### config.mk
export PLATFORM = sky130hd
export DESIGN_NAME = time_binned_flow_histogram_core_flat
export DESIGN_NICKNAME = d
export VERILOG_FILES = /design/src/hw/rtl/tbfh_pkg.sv /design/src/hw/rtl/tbfh_if.sv /design/src/hw/rtl/time_binned_flow_histogram_core.sv /design/src/hw/rtl/tbfh_ram.sv /design/src/hw/rtl/tbfh_div.sv /design/src/hw/rtl/tbfh_front.sv /design/src/hw/rtl/tbfh_queue.sv /design/src/hw/rtl/tbfh_back.sv /design/src/flat_wrapper.sv
export SDC_FILE = /design/constraint.sdc
export NUM_CORES = 2
export LEC_CHECK = 0
export BUFFER_PORTS_ARGS = -buffer_cell sky130_fd_sc_hd__clkbuf_2
export CAP_MARGIN = 20
export CORE_MARGIN = 1.5
export CORE_UTILIZATION = 30
export CTS_CLUSTER_SIZE = 14
export DETAILED_ROUTE_END_ITERATION = 6
export PLACE_DENSITY = 0.56
export REMOVE_ABC_BUFFERS = 1
export SYNTH_ARGS = -nofsm -noshare
export SYNTH_HDL_FRONTEND = slang
export SYNTH_SLANG_ARGS = --single-unit
### constraint.sdc
create_clock -name clk -period 18.2 [get_ports clk]
set_input_delay 2.73 -clock clk [delete_from_list [all_inputs] [get_ports clk]]
set_output_delay 2.73 -clock clk [all_outputs]
set_load 0.05 [all_outputs]
### src/hw/rtl/tbfh_pkg.sv
// Shared constants, register codes and types of the flow histogram core.
package tbfh_pkg;

    localparam int NUM_BINS     = 64;
    localparam int COUNT_BITS   = 16;
    localparam int BIN_BITS     = $clog2(NUM_BINS);
    localparam int NCNT_BITS    = $clog2(NUM_BINS + 1);
    localparam int CNT_OUT_BITS = 16;
    localparam int SEC_BITS     = 32;
    localparam int STN_BITS     = 8;
    localparam int MIN_BITS     = 11;
    localparam int SECS_PER_MIN = 60;

    localparam int CFG_IDX_BITS  = 2;
    localparam int CFG_DATA_BITS = 32;

    // Divider resolves two quotient bits per step
    localparam int DIV_STEPS = (BIN_BITS + 1) / 2;
    localparam int QUO_BITS  = 2 * DIV_STEPS;

    localparam int QUEUE_DEPTH = 4;
    localparam int QPTR_BITS   = $clog2(QUEUE_DEPTH);

    localparam logic REQ_RECORD = 1'b0;
    localparam logic REQ_FINISH = 1'b1;

    typedef enum logic [CFG_IDX_BITS-1:0] {
        CFG_STATION  = 2'd0,
        CFG_START    = 2'd1,
        CFG_END      = 2'd2,
        CFG_INTERVAL = 2'd3
    } cfg_idx_t;

    // Work handed from the front end to the bin engine
    typedef struct packed {
        logic                 fin;
        logic [BIN_BITS-1:0]  bin;
        logic                 entering;
        logic [NCNT_BITS-1:0] nbins;
    } job_t;

    typedef struct packed {
        logic                done;
        logic                ovf;
        logic [BIN_BITS-1:0] quo;
    } div_res_t;

endpackage

### src/hw/rtl/tbfh_if.sv
// Handshake channels of the flow histogram core: records, bin results, register writes.
interface tbfh_req_if;
    import tbfh_pkg::*;

    logic                valid;
    logic                ready;
    logic                req_type;
    logic [SEC_BITS-1:0] record_seconds;
    logic [STN_BITS-1:0] record_station;
    logic                entering;

    modport source (output valid, output req_type, output record_seconds,
                    output record_station, output entering, input ready);
    modport sink   (input valid, input req_type, input record_seconds,
                    input record_station, input entering, output ready);
endinterface

interface tbfh_bin_if;
    import tbfh_pkg::*;

    logic                    valid;
    logic                    ready;
    logic [BIN_BITS-1:0]     bin_number;
    logic [CNT_OUT_BITS-1:0] inflow_count;
    logic [CNT_OUT_BITS-1:0] outflow_count;
    logic [CNT_OUT_BITS-1:0] peak_count;
    logic                    final_bin;

    modport source (output valid, output bin_number, output inflow_count,
                    output outflow_count, output peak_count, output final_bin,
                    input ready);
    modport sink   (input valid, input bin_number, input inflow_count,
                    input outflow_count, input peak_count, input final_bin,
                    output ready);
endinterface

interface tbfh_cfg_if;
    import tbfh_pkg::*;

    logic                     valid;
    logic                     ready;
    logic [CFG_IDX_BITS-1:0]  index;
    logic [CFG_DATA_BITS-1:0] data;

    modport source (output valid, output index, output data, input ready);
    modport sink   (input valid, input index, input data, output ready);
endinterface

### src/hw/rtl/time_binned_flow_histogram_core.sv
// Time-binned flow histogram core: top level joining front end, job queue and bin engine.
// A record for the selected station at or after the start time is binned by
// (seconds - start) / (interval * 60) and bumps that bin's saturating in or out counter;
// a finish item reads out every bin in use, in order, with the peak, then clears all.
// A record that passes the station, start and window checks holds the front end while the
// bin index divider works (load, range check, three two-bit steps, result), then for the
// hand-off, unless its bin lies past the window and it is dropped after the divide; any
// other record is dropped when taken and a finish goes straight to the hand-off. A hand-off
// also waits while the job queue is full. Each register write makes the front end
// recompute the bin count before it takes another item. The bin engine updates a counter
// by a RAM read, then a write, and reads out each bin by read, load and output states plus
// any wait on the result channel; a 4-entry job queue lets the two sides stall on their own.
module time_binned_flow_histogram_core (
    input  logic       clk,
    input  logic       rst_n,
    tbfh_req_if.sink   req,
    tbfh_bin_if.source res,
    tbfh_cfg_if.sink   cfg
);
    import tbfh_pkg::*;

    logic push_valid;
    logic push_ready;
    job_t push_item;
    logic pop_valid;
    logic pop_ready;
    job_t pop_item;

    tbfh_front u_front (
        .clk        (clk),
        .rst_n      (rst_n),
        .req        (req),
        .cfg        (cfg),
        .push_valid (push_valid),
        .push_ready (push_ready),
        .push_item  (push_item)
    );

    tbfh_queue u_queue (
        .clk        (clk),
        .rst_n      (rst_n),
        .push_valid (push_valid),
        .push_ready (push_ready),
        .push_item  (push_item),
        .pop_valid  (pop_valid),
        .pop_ready  (pop_ready),
        .pop_item   (pop_item)
    );

    tbfh_back u_back (
        .clk       (clk),
        .rst_n     (rst_n),
        .pop_valid (pop_valid),
        .pop_ready (pop_ready),
        .pop_item  (pop_item),
        .res       (res)
    );

endmodule

### src/hw/rtl/tbfh_ram.sv
// Generic single-write, single-read RAM with registered read data.
module tbfh_ram #(
    parameter  int WIDTH = 32,
    parameter  int DEPTH = 64,
    localparam int AW    = $clog2(DEPTH)
) (
    input  logic             clk,
    input  logic             we,
    input  logic [AW-1:0]    waddr,
    input  logic [WIDTH-1:0] wdata,
    input  logic             re,
    input  logic [AW-1:0]    raddr,
    output logic [WIDTH-1:0] rdata
);

    logic [WIDTH-1:0] mem [DEPTH];

    always_ff @(posedge clk)
    begin
        if (we)
        begin
            mem[waddr] <= wdata;
        end
        if (re)
        begin
            rdata <= mem[raddr];
        end
    end

endmodule

### src/hw/rtl/tbfh_div.sv
// Multi-cycle bin index divider: offset seconds over interval, flagging overflow at the bin count.
module tbfh_div (
    input  logic                          clk,
    input  logic                          rst_n,
    input  logic                          start,
    input  logic [tbfh_pkg::SEC_BITS-1:0] dividend,
    input  logic [tbfh_pkg::MIN_BITS-1:0] minutes,
    output tbfh_pkg::div_res_t            res
);
    import tbfh_pkg::*;

    localparam int STEP_BITS = $clog2(DIV_STEPS) + 1;

    typedef enum logic [1:0] {
        D_IDLE,
        D_OVF,
        D_STEP
    } dstate_t;

    dstate_t              state_reg;
    logic [SEC_BITS-1:0]  rem_reg;
    logic [SEC_BITS-1:0]  dsr_reg;
    logic [SEC_BITS-1:0]  dsh_reg;
    logic [QUO_BITS-1:0]  quo_reg;
    logic [STEP_BITS-1:0] step_reg;
    logic                 ovf_reg;
    logic                 done_reg;

    logic [SEC_BITS-1:0] secs;
    logic [SEC_BITS-1:0] t_hi;
    logic [SEC_BITS-1:0] r1;
    logic [SEC_BITS-1:0] r2;
    logic                b_hi;
    logic                b_lo;

    // zero minutes counts as one
    assign secs = ((minutes == '0) ? SEC_BITS'(1) : SEC_BITS'(minutes))
                  * SEC_BITS'(SECS_PER_MIN);

    // two restoring steps per cycle, shifted divisor walks down by two
    always_comb
    begin
        t_hi = dsh_reg << 1;
        b_hi = (rem_reg >= t_hi);
        r1   = b_hi ? (rem_reg - t_hi) : rem_reg;
        b_lo = (r1 >= dsh_reg);
        r2   = b_lo ? (r1 - dsh_reg) : r1;
    end

    always_ff @(posedge clk or negedge rst_n)
    begin
        if (!rst_n)
        begin
            state_reg <= D_IDLE;
            done_reg  <= 1'b0;
        end
        else
        begin
            done_reg <= 1'b0;
            case (state_reg)
                D_IDLE:
                begin
                    if (start)
                    begin
                        rem_reg   <= dividend;
                        dsr_reg   <= secs;
                        state_reg <= D_OVF;
                    end
                end
                D_OVF:
                begin
                    ovf_reg   <= (rem_reg >= dsr_reg * SEC_BITS'(NUM_BINS));
                    dsh_reg   <= dsr_reg << (QUO_BITS - 2);
                    quo_reg   <= '0;
                    step_reg  <= '0;
                    state_reg <= D_STEP;
                end
                D_STEP:
                begin
                    rem_reg  <= r2;
                    dsh_reg  <= dsh_reg >> 2;
                    quo_reg  <= (quo_reg << 2) | QUO_BITS'({b_hi, b_lo});
                    step_reg <= step_reg + STEP_BITS'(1);
                    if (step_reg == STEP_BITS'(DIV_STEPS - 1))
                    begin
                        done_reg  <= 1'b1;
                        state_reg <= D_IDLE;
                    end
                end
                default:
                begin
                    state_reg <= D_IDLE;
                end
            endcase
        end
    end

    assign res.done = done_reg;
    assign res.ovf  = ovf_reg;
    assign res.quo  = quo_reg[BIN_BITS-1:0];

endmodule

### src/hw/rtl/tbfh_front.sv
// Front end: register file, record filtering and bin index computation.
module tbfh_front (
    input  logic                clk,
    input  logic                rst_n,
    tbfh_req_if.sink            req,
    tbfh_cfg_if.sink            cfg,
    output logic                push_valid,
    input  logic                push_ready,
    output tbfh_pkg::job_t      push_item
);
    import tbfh_pkg::*;

    typedef enum logic [1:0] {
        F_IDLE,
        F_NCALC,
        F_DIV,
        F_PUSH
    } fstate_t;

    fstate_t              state_reg;
    logic [STN_BITS-1:0]  station_reg;
    logic [SEC_BITS-1:0]  start_reg;
    logic [SEC_BITS-1:0]  end_reg;
    logic [MIN_BITS-1:0]  minutes_reg;
    logic [NCNT_BITS-1:0] nbins_reg;
    logic                 n_dirty_reg;
    job_t                 job_reg;

    logic                cfg_wr;
    logic                req_acc;
    logic                rec_hit;
    logic                window_ok;
    logic                div_start;
    logic [SEC_BITS-1:0] div_dividend;
    div_res_t            div_res;

    assign cfg.ready  = 1'b1;
    assign cfg_wr     = cfg.valid;
    assign req.ready  = (state_reg == F_IDLE) && !n_dirty_reg;
    assign req_acc    = req.valid && req.ready;
    assign window_ok  = (end_reg > start_reg);
    assign rec_hit    = (req.req_type == REQ_RECORD)
                        && (req.record_station == station_reg)
                        && (req.record_seconds >= start_reg)
                        && (nbins_reg != '0);

    always_comb
    begin
        div_start    = 1'b0;
        div_dividend = req.record_seconds - start_reg;
        if (state_reg == F_IDLE)
        begin
            if (n_dirty_reg)
            begin
                div_start    = window_ok;
                div_dividend = end_reg - start_reg;
            end
            else
            begin
                div_start = req_acc && rec_hit;
            end
        end
    end

    tbfh_div u_div (
        .clk      (clk),
        .rst_n    (rst_n),
        .start    (div_start),
        .dividend (div_dividend),
        .minutes  (minutes_reg),
        .res      (div_res)
    );

    always_ff @(posedge clk or negedge rst_n)
    begin
        if (!rst_n)
        begin
            state_reg   <= F_IDLE;
            station_reg <= '0;
            start_reg   <= '0;
            end_reg     <= SEC_BITS'(3600);
            minutes_reg <= MIN_BITS'(60);
            nbins_reg   <= '0;
            n_dirty_reg <= 1'b1;
        end
        else
        begin
            case (state_reg)
                F_IDLE:
                begin
                    if (n_dirty_reg)
                    begin
                        n_dirty_reg <= 1'b0;
                        if (window_ok)
                        begin
                            state_reg <= F_NCALC;
                        end
                        else
                        begin
                            nbins_reg <= '0;
                        end
                    end
                    else if (req_acc)
                    begin
                        job_reg.entering <= req.entering;
                        job_reg.nbins    <= nbins_reg;
                        job_reg.bin      <= '0;
                        if (req.req_type == REQ_FINISH)
                        begin
                            job_reg.fin <= 1'b1;
                            state_reg   <= F_PUSH;
                        end
                        else if (rec_hit)
                        begin
                            job_reg.fin <= 1'b0;
                            state_reg   <= F_DIV;
                        end
                    end
                end
                F_NCALC:
                begin
                    if (div_res.done)
                    begin
                        nbins_reg <= div_res.ovf ? NCNT_BITS'(NUM_BINS)
                                   : NCNT_BITS'(div_res.quo) + NCNT_BITS'(1);
                        state_reg <= F_IDLE;
                    end
                end
                F_DIV:
                begin
                    if (div_res.done)
                    begin
                        job_reg.bin <= div_res.quo;
                        if (!div_res.ovf && (NCNT_BITS'(div_res.quo) < nbins_reg))
                        begin
                            state_reg <= F_PUSH;
                        end
                        else
                        begin
                            state_reg <= F_IDLE;
                        end
                    end
                end
                F_PUSH:
                begin
                    if (push_ready)
                    begin
                        state_reg <= F_IDLE;
                    end
                end
                default:
                begin
                    state_reg <= F_IDLE;
                end
            endcase

            // a write always forces a fresh bin count
            if (cfg_wr)
            begin
                n_dirty_reg <= 1'b1;
                case (cfg_idx_t'(cfg.index))
                    CFG_STATION:  station_reg <= cfg.data[STN_BITS-1:0];
                    CFG_START:    start_reg   <= cfg.data[SEC_BITS-1:0];
                    CFG_END:      end_reg     <= cfg.data[SEC_BITS-1:0];
                    CFG_INTERVAL: minutes_reg <= cfg.data[MIN_BITS-1:0];
                    default:      ;
                endcase
            end
        end
    end

    assign push_valid = (state_reg == F_PUSH);
    assign push_item  = job_reg;

endmodule

### src/hw/rtl/tbfh_queue.sv
// Short job queue between the front end and the bin engine.
module tbfh_queue (
    input  logic           clk,
    input  logic           rst_n,
    input  logic           push_valid,
    output logic           push_ready,
    input  tbfh_pkg::job_t push_item,
    output logic           pop_valid,
    input  logic           pop_ready,
    output tbfh_pkg::job_t pop_item
);
    import tbfh_pkg::*;

    job_t                 slot_reg [QUEUE_DEPTH];
    logic [QPTR_BITS-1:0] wptr_reg;
    logic [QPTR_BITS-1:0] rptr_reg;
    logic [QPTR_BITS:0]   fill_reg;

    logic do_push;
    logic do_pop;

    assign push_ready = (fill_reg != (QPTR_BITS + 1)'(QUEUE_DEPTH));
    assign pop_valid  = (fill_reg != '0);
    assign do_push    = push_valid && push_ready;
    assign do_pop     = pop_valid && pop_ready;
    assign pop_item   = slot_reg[rptr_reg];

    always_ff @(posedge clk)
    begin
        if (do_push)
        begin
            slot_reg[wptr_reg] <= push_item;
        end
    end

    always_ff @(posedge clk or negedge rst_n)
    begin
        if (!rst_n)
        begin
            wptr_reg <= '0;
            rptr_reg <= '0;
            fill_reg <= '0;
        end
        else
        begin
            if (do_push)
            begin
                wptr_reg <= (wptr_reg == QPTR_BITS'(QUEUE_DEPTH - 1)) ? '0
                          : wptr_reg + QPTR_BITS'(1);
            end
            if (do_pop)
            begin
                rptr_reg <= (rptr_reg == QPTR_BITS'(QUEUE_DEPTH - 1)) ? '0
                          : rptr_reg + QPTR_BITS'(1);
            end
            if (do_push && !do_pop)
            begin
                fill_reg <= fill_reg + (QPTR_BITS + 1)'(1);
            end
            else if (do_pop && !do_push)
            begin
                fill_reg <= fill_reg - (QPTR_BITS + 1)'(1);
            end
        end
    end

endmodule

### src/hw/rtl/tbfh_back.sv
// Bin engine: counter update in RAM, peak tracking, readout and clear on finish.
module tbfh_back (
    input  logic           clk,
    input  logic           rst_n,
    input  logic           pop_valid,
    output logic           pop_ready,
    input  tbfh_pkg::job_t pop_item,
    tbfh_bin_if.source     res
);
    import tbfh_pkg::*;

    localparam int WORD_BITS = 2 * COUNT_BITS;

    typedef enum logic [2:0] {
        B_IDLE,
        B_UPD,
        B_FRD,
        B_FLOAD,
        B_FOUT
    } bstate_t;

    bstate_t                 state_reg;
    job_t                    job_reg;
    logic [NUM_BINS-1:0]     filled_reg;
    logic [COUNT_BITS-1:0]   peak_reg;
    logic [NCNT_BITS-1:0]    k_reg;
    logic [BIN_BITS-1:0]     bin_out_reg;
    logic [CNT_OUT_BITS-1:0] in_out_reg;
    logic [CNT_OUT_BITS-1:0] out_out_reg;
    logic [CNT_OUT_BITS-1:0] peak_out_reg;
    logic                    final_out_reg;

    logic                  ram_we;
    logic                  ram_re;
    logic [BIN_BITS-1:0]   ram_raddr;
    logic [WORD_BITS-1:0]  ram_wdata;
    logic [WORD_BITS-1:0]  ram_rdata;
    logic [WORD_BITS-1:0]  cur_word;
    logic [WORD_BITS-1:0]  rd_word;
    logic [COUNT_BITS-1:0] cnt_old;
    logic [COUNT_BITS-1:0] cnt_new;

    assign pop_ready = (state_reg == B_IDLE);
    assign ram_we    = (state_reg == B_UPD);
    assign ram_re    = (state_reg == B_FRD)
                       || ((state_reg == B_IDLE) && pop_valid && !pop_item.fin);
    assign ram_raddr = (state_reg == B_FRD) ? k_reg[BIN_BITS-1:0] : pop_item.bin;

    // entries not written since the last clear read as zero
    always_comb
    begin
        cur_word = filled_reg[job_reg.bin] ? ram_rdata : '0;
        rd_word  = filled_reg[k_reg[BIN_BITS-1:0]] ? ram_rdata : '0;
        cnt_old  = job_reg.entering ? cur_word[WORD_BITS-1:COUNT_BITS]
                                    : cur_word[COUNT_BITS-1:0];
        cnt_new  = (cnt_old == {COUNT_BITS{1'b1}}) ? cnt_old
                                                   : cnt_old + COUNT_BITS'(1);
        ram_wdata = job_reg.entering ? {cnt_new, cur_word[COUNT_BITS-1:0]}
                                     : {cur_word[WORD_BITS-1:COUNT_BITS], cnt_new};
    end

    tbfh_ram #(
        .WIDTH (WORD_BITS),
        .DEPTH (NUM_BINS)
    ) u_ram (
        .clk   (clk),
        .we    (ram_we),
        .waddr (job_reg.bin),
        .wdata (ram_wdata),
        .re    (ram_re),
        .raddr (ram_raddr),
        .rdata (ram_rdata)
    );

    always_ff @(posedge clk or negedge rst_n)
    begin
        if (!rst_n)
        begin
            state_reg  <= B_IDLE;
            filled_reg <= '0;
            peak_reg   <= '0;
        end
        else
        begin
            case (state_reg)
                B_IDLE:
                begin
                    if (pop_valid)
                    begin
                        job_reg <= pop_item;
                        k_reg   <= '0;
                        if (!pop_item.fin)
                        begin
                            state_reg <= B_UPD;
                        end
                        else if (pop_item.nbins == '0)
                        begin
                            filled_reg <= '0;
                            peak_reg   <= '0;
                        end
                        else
                        begin
                            state_reg <= B_FRD;
                        end
                    end
                end
                B_UPD:
                begin
                    filled_reg[job_reg.bin] <= 1'b1;
                    if (cnt_new > peak_reg)
                    begin
                        peak_reg <= cnt_new;
                    end
                    state_reg <= B_IDLE;
                end
                B_FRD:
                begin
                    state_reg <= B_FLOAD;
                end
                B_FLOAD:
                begin
                    bin_out_reg   <= k_reg[BIN_BITS-1:0];
                    in_out_reg    <= CNT_OUT_BITS'(rd_word[WORD_BITS-1:COUNT_BITS]);
                    out_out_reg   <= CNT_OUT_BITS'(rd_word[COUNT_BITS-1:0]);
                    peak_out_reg  <= CNT_OUT_BITS'(peak_reg);
                    final_out_reg <= ((k_reg + NCNT_BITS'(1)) == job_reg.nbins);
                    state_reg     <= B_FOUT;
                end
                B_FOUT:
                begin
                    if (res.ready)
                    begin
                        if (final_out_reg)
                        begin
                            filled_reg <= '0;
                            peak_reg   <= '0;
                            state_reg  <= B_IDLE;
                        end
                        else
                        begin
                            k_reg     <= k_reg + NCNT_BITS'(1);
                            state_reg <= B_FRD;
                        end
                    end
                end
                default:
                begin
                    state_reg <= B_IDLE;
                end
            endcase
        end
    end

    assign res.valid         = (state_reg == B_FOUT);
    assign res.bin_number    = bin_out_reg;
    assign res.inflow_count  = in_out_reg;
    assign res.outflow_count = out_out_reg;
    assign res.peak_count    = peak_out_reg;
    assign res.final_bin     = final_out_reg;

endmodule
### src/flat_wrapper.sv
// flat-port wrapper written by rule: the top's interface ports become plain ports
module time_binned_flow_histogram_core_flat import tbfh_pkg::*;
  (clk, rst_n, req_valid, req_req_type, req_record_seconds, req_record_station, req_entering, req_ready, res_valid, res_bin_number, res_inflow_count, res_outflow_count, res_peak_count, res_final_bin, res_ready, cfg_valid, cfg_index, cfg_data, cfg_ready);
  tbfh_req_if req_i ();
  tbfh_bin_if res_i ();
  tbfh_cfg_if cfg_i ();
  input  logic clk;
  input  logic rst_n;
  input wire logic [$bits(req_i.valid)-1:0] req_valid;
  input wire logic [$bits(req_i.req_type)-1:0] req_req_type;
  input wire logic [$bits(req_i.record_seconds)-1:0] req_record_seconds;
  input wire logic [$bits(req_i.record_station)-1:0] req_record_station;
  input wire logic [$bits(req_i.entering)-1:0] req_entering;
  output wire logic [$bits(req_i.ready)-1:0] req_ready;
  output wire logic [$bits(res_i.valid)-1:0] res_valid;
  output wire logic [$bits(res_i.bin_number)-1:0] res_bin_number;
  output wire logic [$bits(res_i.inflow_count)-1:0] res_inflow_count;
  output wire logic [$bits(res_i.outflow_count)-1:0] res_outflow_count;
  output wire logic [$bits(res_i.peak_count)-1:0] res_peak_count;
  output wire logic [$bits(res_i.final_bin)-1:0] res_final_bin;
  input wire logic [$bits(res_i.ready)-1:0] res_ready;
  input wire logic [$bits(cfg_i.valid)-1:0] cfg_valid;
  input wire logic [$bits(cfg_i.index)-1:0] cfg_index;
  input wire logic [$bits(cfg_i.data)-1:0] cfg_data;
  output wire logic [$bits(cfg_i.ready)-1:0] cfg_ready;
  assign req_i.valid = req_valid;
  assign req_i.req_type = req_req_type;
  assign req_i.record_seconds = req_record_seconds;
  assign req_i.record_station = req_record_station;
  assign req_i.entering = req_entering;
  assign req_ready = req_i.ready;
  assign res_valid = res_i.valid;
  assign res_bin_number = res_i.bin_number;
  assign res_inflow_count = res_i.inflow_count;
  assign res_outflow_count = res_i.outflow_count;
  assign res_peak_count = res_i.peak_count;
  assign res_final_bin = res_i.final_bin;
  assign res_i.ready = res_ready;
  assign cfg_i.valid = cfg_valid;
  assign cfg_i.index = cfg_index;
  assign cfg_i.data = cfg_data;
  assign cfg_ready = cfg_i.ready;
  time_binned_flow_histogram_core u_core (.clk(clk), .rst_n(rst_n), .req(req_i), .res(res_i), .cfg(cfg_i));
endmodule
# After elaboration in Yosys (flattened, before gate mapping)
# Memories as Yosys holds them, arrays and structs flattened. A register that Yosys moved wholly into a read port is not among the register bits.
# Cells that the tools add are included.
# op_classes
n_mux	81
bitwise_logic	4
n_lt_le_gt_ge	10
n_addsub	12
eq_ne	39
n_mul	1
n_reduce_logical	56
# ops
operator	n
$mux 64	5
$mux 32	7
$pmux 64 s3	1
$ge 32x32->1	4
$mux 16	8
$pmux 32 s2	2
$sub 32x32->32	4
$or 64x64->64	1
$mux 7	7
$pmux 16 s3	1
$gt 32x32->1	1
$mux 14	2
$mux 2	14
$pmux 7 s2	2
$pmux 6 s2	2
$mux 3	6
$ne 2x2->1 const B	9
$add 16x1->16 const B	1
$eq 16x16->1 const B	1
$gt 16x16->1	1
$reduce_and 2->1	8
$reduce_bool 2->1	8
$mul 11x4->15 const B	1
$reduce_and 5->1	3
42 further kinds	104
# word_totals
regBits	377
mem_count	2
input_bits	81
elab_cells	239
mem_bits_rw	2108
output_inout_bits	58
# mem_list
name	words	width	read_ports	rd_ports_with_merged_regs	write_ports	line_no	rtl
u_core.u_back.u_ram.mem	64	32	1	1	1	tbfh_ram.sv:16	logic [WIDTH-1:0] mem [DEPTH];
u_core.u_queue.slot_reg	4	15	1	0	1	tbfh_queue.sv:14	job_t slot_reg [QUEUE_DEPTH];

# Longest topological paths before layout
# logic_depth
depth_word	9
ltp_mapped	30
mapped_depth_nobuf	24

# By module
# Synthesis repeated with hierarchy kept, for this count alone.
# unflattened
hier_cells	6123
area_unflattened_um2	107107.7
# by_module_without_submodules
mod	area_each_um2	n_inst	cells_per_inst	seq_area_each_um2
tbfh_ram	78835.6	1	3324	62459.9
tbfh_back	8937.3	1	863	4359.2
tbfh_front	8792.2	1	930	2788.9
tbfh_div	7937.6	1	891	2417.3
tbfh_queue	2605.0	1	115	1976.9

# Least setup slack after synthesis
# Ideal clock, no wire load.
# synth_timing
path_type	input to register
startpoint	in req_record_seconds[0]
endpoint	reg u_core.u_front.u_div.rem_reg[10], enable pin
setup_ns	0.419
t_arrival_ns	6.013
path_slack_ns	11.768
required_ns	17.781
path_buffers	0
stages	14
cell_sequence	inv_1 ha_1 fa_1 nor2b_1 o21ai_0 a21oi_1 o21bai_1 a21oi_1 o21ai_0 a31oi_1 a41o_1 a21oi_1 and2_1 nor2_1
# synth_between
elab_chain_len	8
# synth_rtl
element	line_no	rtl
start: declaration	flat_wrapper.sv:11	input wire logic [$bits(req_i.record_seconds)-1:0] req_record_seconds;
$ge 32x32->1	tbfh_front.sv:44	&& (req.record_seconds >= start_reg)
$logic_and 1x1->1	tbfh_front.sv:44	
$logic_and 1x1->1	tbfh_front.sv:45	&& (nbins_reg != '0);
$logic_and 1x1->1	tbfh_front.sv:60	div_start = req_acc && rec_hit;
$mux 1	tbfh_front.sv:53	if (n_dirty_reg)
$mux 1	tbfh_front.sv:51	if (state_reg == F_IDLE)
$ne 2x2->1 (no line)	-	
$reduce_and 3->1 (no line)	-	
end signal: assignment	tbfh_div.sv:65	rem_reg <= dividend;
end signal: assignment	tbfh_div.sv:80	rem_reg <= r2;
end: declaration	tbfh_div.sv:21	logic [SEC_BITS-1:0] rem_reg;
# No other way between the ends.
# A chain may end at the register's enable or synchronous reset.

# Worst setup path in the final report
# layout_timing
startpoint	reg u_core.u_front.u_div.rem_reg[21]
endpoint	reg u_core.u_front.u_div.rem_reg[1] (data pin)
# layout_between
elab_chain_len	5
word_cells_on_any_way	7
cone_classes	2 x add/sub; 2 x order compare; 3 x mux
# layout_rtl
element	line_no	rtl
$ge 32x32->1 or $sub 32x32->32 (tied branches)	tbfh_div.sv:44, tbfh_div.sv:45	
$mux 32 (*)	tbfh_div.sv:45	r1 = b_hi ? (rem_reg - t_hi) : rem_reg;
$sub 32x32->32 or $ge 32x32->1 (tied branches)	tbfh_div.sv:47, tbfh_div.sv:46	
$mux 32 (*)	tbfh_div.sv:47	r2 = b_lo ? (r1 - dsh_reg) : r1;
$pmux 32 s2 (*)	tbfh_div.sv:60	case (state_reg)
# Every way passes the cells marked *; elsewhere a longest branch is shown, timed or not.

==> results.py <==
metrics = {
    "timing": {
        "finalHoldViolations": 0,
        "tightest_slew_ns": 1.21,
        "rsz0062_at_grt": "no",
        "fin_tns_setup_ns": 0,
        "slew-limit-headroom_pct": 19.1,
        "hold_ws_ns": 0.488,
        "fin_crit_ns": 7.28,
        "setup_viol": 0,
        "fmax_mhz": 137,
        "drv_slew": 0,
        "period_share_pct": 40.0,
        "skew_ns": 0.108,
    },
    "synth": {
        "synth_edf_count": 2309,
        "synth_area_per_cell_um2": 13.3,
        "synth-simple-area-share_pct": 10.2,
        "synth_top_area_share_pct": 63.5,
        "synth_top_family_by_area": "compound AO/OA/AOI/OAI gates",
        "synth-seq-cells": 2495,
        "yosysWarnings": 0,
        "synth.area.top_cells": "edfxtp_1 64%, a211oi_1 5.3%, nand2_1 4.2%",
        "async_reset_ff_share_pct": 7.45,
        "syn_inst": 8235,
        "synth_compound_area_share_pct": 13.6,
        "synth_xor_area_share_pct": 1.30,
        "synthAdderAreaFrac_pct": 2.42,
        "yosys-mux-area-fraction_pct": 2.17,
        "ys_types": 87,
        "synth_top_cell_by_area": "edfxtp_1",
        "synthFlopType": "edfxtp_1",
        "seq_area_frac_synth_pct": 67.8,
        "synth_area_mm2": 0.109,
    },
    "setup_path": {
        "cp_slowest_stage_delay_ns": 0.88,
        "path_depth": 20,
        "ff2ff_path_depth": 20,
        "end_kind": "flip-flop",
        "crit_type": "flip-flop to flip-flop",
        "critPathTopFamily": "simple AND/OR/NAND/NOR gates",
        "r2r_slack_ns": 10.92,
        "crit_path_max_fanout": 23,
        "worst-path-buf-inv": 1,
        "crit_path_start_kind": "flip-flop",
        "arrival_ns": 7.94,
        "required_ns": 18.86,
        "path_cells": "ha_1 > and2_1 > a311oi_1 > nor4b_1 > nand3_1 > o21ba_1 > buf_4 > nand2_1 > o21ai_0 > ha_1 > nand4_1 > a21oi_1 > or3_1 > a221oi_1 > a221oi_1 > nor3_2 > nand4_2 > nor2_4 > mux2_2 > a21oi_1",
        "cp_slowest_cell": "nor2_4",
    },
    "global_route": {
        "antenna_found_initial": 11,
        "grt_max_degree": 215,
        "track_usage_pct": 16.7,
        "grt_pass1_vias": 68350,
        "grt_overflow_total": 0,
        "grt_pass1_wl_um": 460000,
    },
    "final_layout": {
        "largest_register_ffs": 2048,
        "final_common_cell": "edfxtp_1",
        "fill_cells": 34910,
        "syn2layout_area_growth_pct": 13.8,
        "register_area_mm2": 0.0740,
        "layout_common_cells": "2309 x edfxtp_1, 1220 x nand2_1, 768 x a211oi_1",
        "multi_input_area_mm2": 0.0333,
        "stdcell_area_mm2": 0.124,
        "post_route_cells_drive_above_1_share_pct": 11.2,
        "finalNetCount": 8553,
    },
    "clock_network": {
        "cts-root-buf": "clkbuf_16",
        "cts_buffer_depth": 4,
        "clkLatencyLatePin_ns": 0.89,
        "clkSinkCount": 2495,
        "htree_levels": 5,
        "holdBufCountCts": 0,
        "cts_tree": "done",
        "cts_setup_buffers": 0,
        "ctsResizeCount": 0,
        "numCtsBuffers": 267,
        "clk_pin_slew_ns": 0.06,
    },
    "routing": {
        "wl_per_cell_um": 23.8,
        "wl_met1_um": 138000,
        "wl_met3_um": 21000,
        "dr_wl_met2_um": 145000,
        "drt_iter0_drc": 6758,
        "drt_wl_total_um": 316000,
        "drc": 0,
        "via_count": 70520,
        "top_layer": "met4",
        "drtAntennaViolNets": 0,
        "via_per_inst": 5.32,
        "detail_route.first_pass.iterations": 5,
    },
    "placement": {
        "portBuffers": 137,
        "dpl_cell_area_mm2": 0.116,
        "dp_hpwl_um": 175000,
        "place_congestion": 0.897,
    },
    "min_path": {
        "hold_path.class": "flip-flop to flip-flop",
        "hold_depth": 0,
    },
    "run_status": {
        "status": "complete, no violations",
    },
    "die": {
        "start_util_pct": 30.1,
        "coreArea_mm2": 0.362,
        "io_pins": 139,
        "die_w_um": 606,
        "row_count": 221,
        "design.die.area_mm2": 0.367,
        "die_y_um": 606,
    },
    "power_and_ir_drop": {
        "powerDensity_mw_per_mm2": 184,
        "ir_drop_v": 0.000193,
        "power_mw": 22.8,
        "p_leak_nw": 41.8,
    },
    "flow_run": {
        "drv_cap": 0,
    },
}
[cell families after synthesis]
kind of cell | Yosys count
adder cells (fa/ha/maj) | 198
flip-flops | 2495
buffers and inverters | 706
multiplexers | 186
AO/OA/AOI/OAI | 2134
other | 1
XOR/XNOR | 162
AND/OR/NAND/NOR | 2353
[metrics by stage]
step / worst slack (ns) / instances / util [%]
3_5_place_dp: 10.99 / 12794 / 32.0
4_1_cts: 10.96 / 13247 / 34.3
6_report: 10.92 / 13261 / 34.3
5_1_grt: 10.39 / 13253 / 34.3
3_3_place_gp: 11.04 / 12788 / 32.0
2_1_floorplan: -25.22 / 7684 / -
[synthesized netlist by cell type, drive strengths merged, types with 47 or more instances]
| cell | number |
|---|---|
| edfxtp | 2309 |
| dfrtp | 177 |
| nor2 | 239 |
| mux2i | 63 |
| a21o | 117 |
| inv | 153 |
| nand2b | 47 |
| and2 | 574 |
| clkbuf | 458 |
| buf | 93 |
| nand2 | 1220 |
| a311oi | 263 |
| a31oi | 267 |
| o21ai | 108 |
| mux2 | 92 |
| xor2 | 53 |
| a21oi | 427 |
| ha | 175 |
| a211oi | 771 |
| xnor2 | 109 |
[where the power goes]
group / leakage, nW / total, mW / switching [mW] / internal (mW)
logic: 14.3 / 10.1 / 7.08 / 3.03
clock network: 3.94 / 5.12 / 2.19 / 2.93
registers: 23.6 / 7.60 / 0.282 / 7.32
[layout make-up]
class | count | share of cell area (%)
clock inverters | 100 | 0.596
multi-input cells | 5034 | 26.8
well taps | 4794 | 4.83
flip-flops and latches | 2495 | 59.6
diodes | 8 | 0.0161
inverters | 155 | 0.468
repair buffers | 322 | 1.80
clock buffers | 353 | 5.88
[per-layer routing]
layer / GRT usage [%] / vias to the layer above
met5: 0 / -
met4: 5.91 / 0
met3: 2.08 / 533
met2: 26.9 / 2638
met1: 23.1 / 35892
li1: - / 31457
[worst paths after layout]
| path | start | to |
|---|---|---|
| worst max-delay path | u_core.u_front.u_div.rem_reg[21]$_DFFE_PP_ | u_core.u_front.u_div.rem_reg[1]$_DFFE_PP_ |
| worst max register to register | u_core.u_front.u_div.rem_reg[21]$_DFFE_PP_ | u_core.u_front.u_div.rem_reg[1]$_DFFE_PP_ |
| min in group asynchronous | rst_n | u_core.u_front.end_reg[23]$_DFFE_PN0P_ |
| worst min register to register | u_core.u_front.push_item[6]$_DFFE_PP_ | u_core.u_queue.slot_reg[0][6]$_DFFE_PP_ |
| max in group asynchronous | rst_n | u_core.u_back.peak_reg[6]$_DFFE_PN0P_ |
| worst min-delay path | u_core.u_front.push_item[6]$_DFFE_PP_ | u_core.u_queue.slot_reg[0][6]$_DFFE_PP_ |
(Power assumes the default switching activity.)
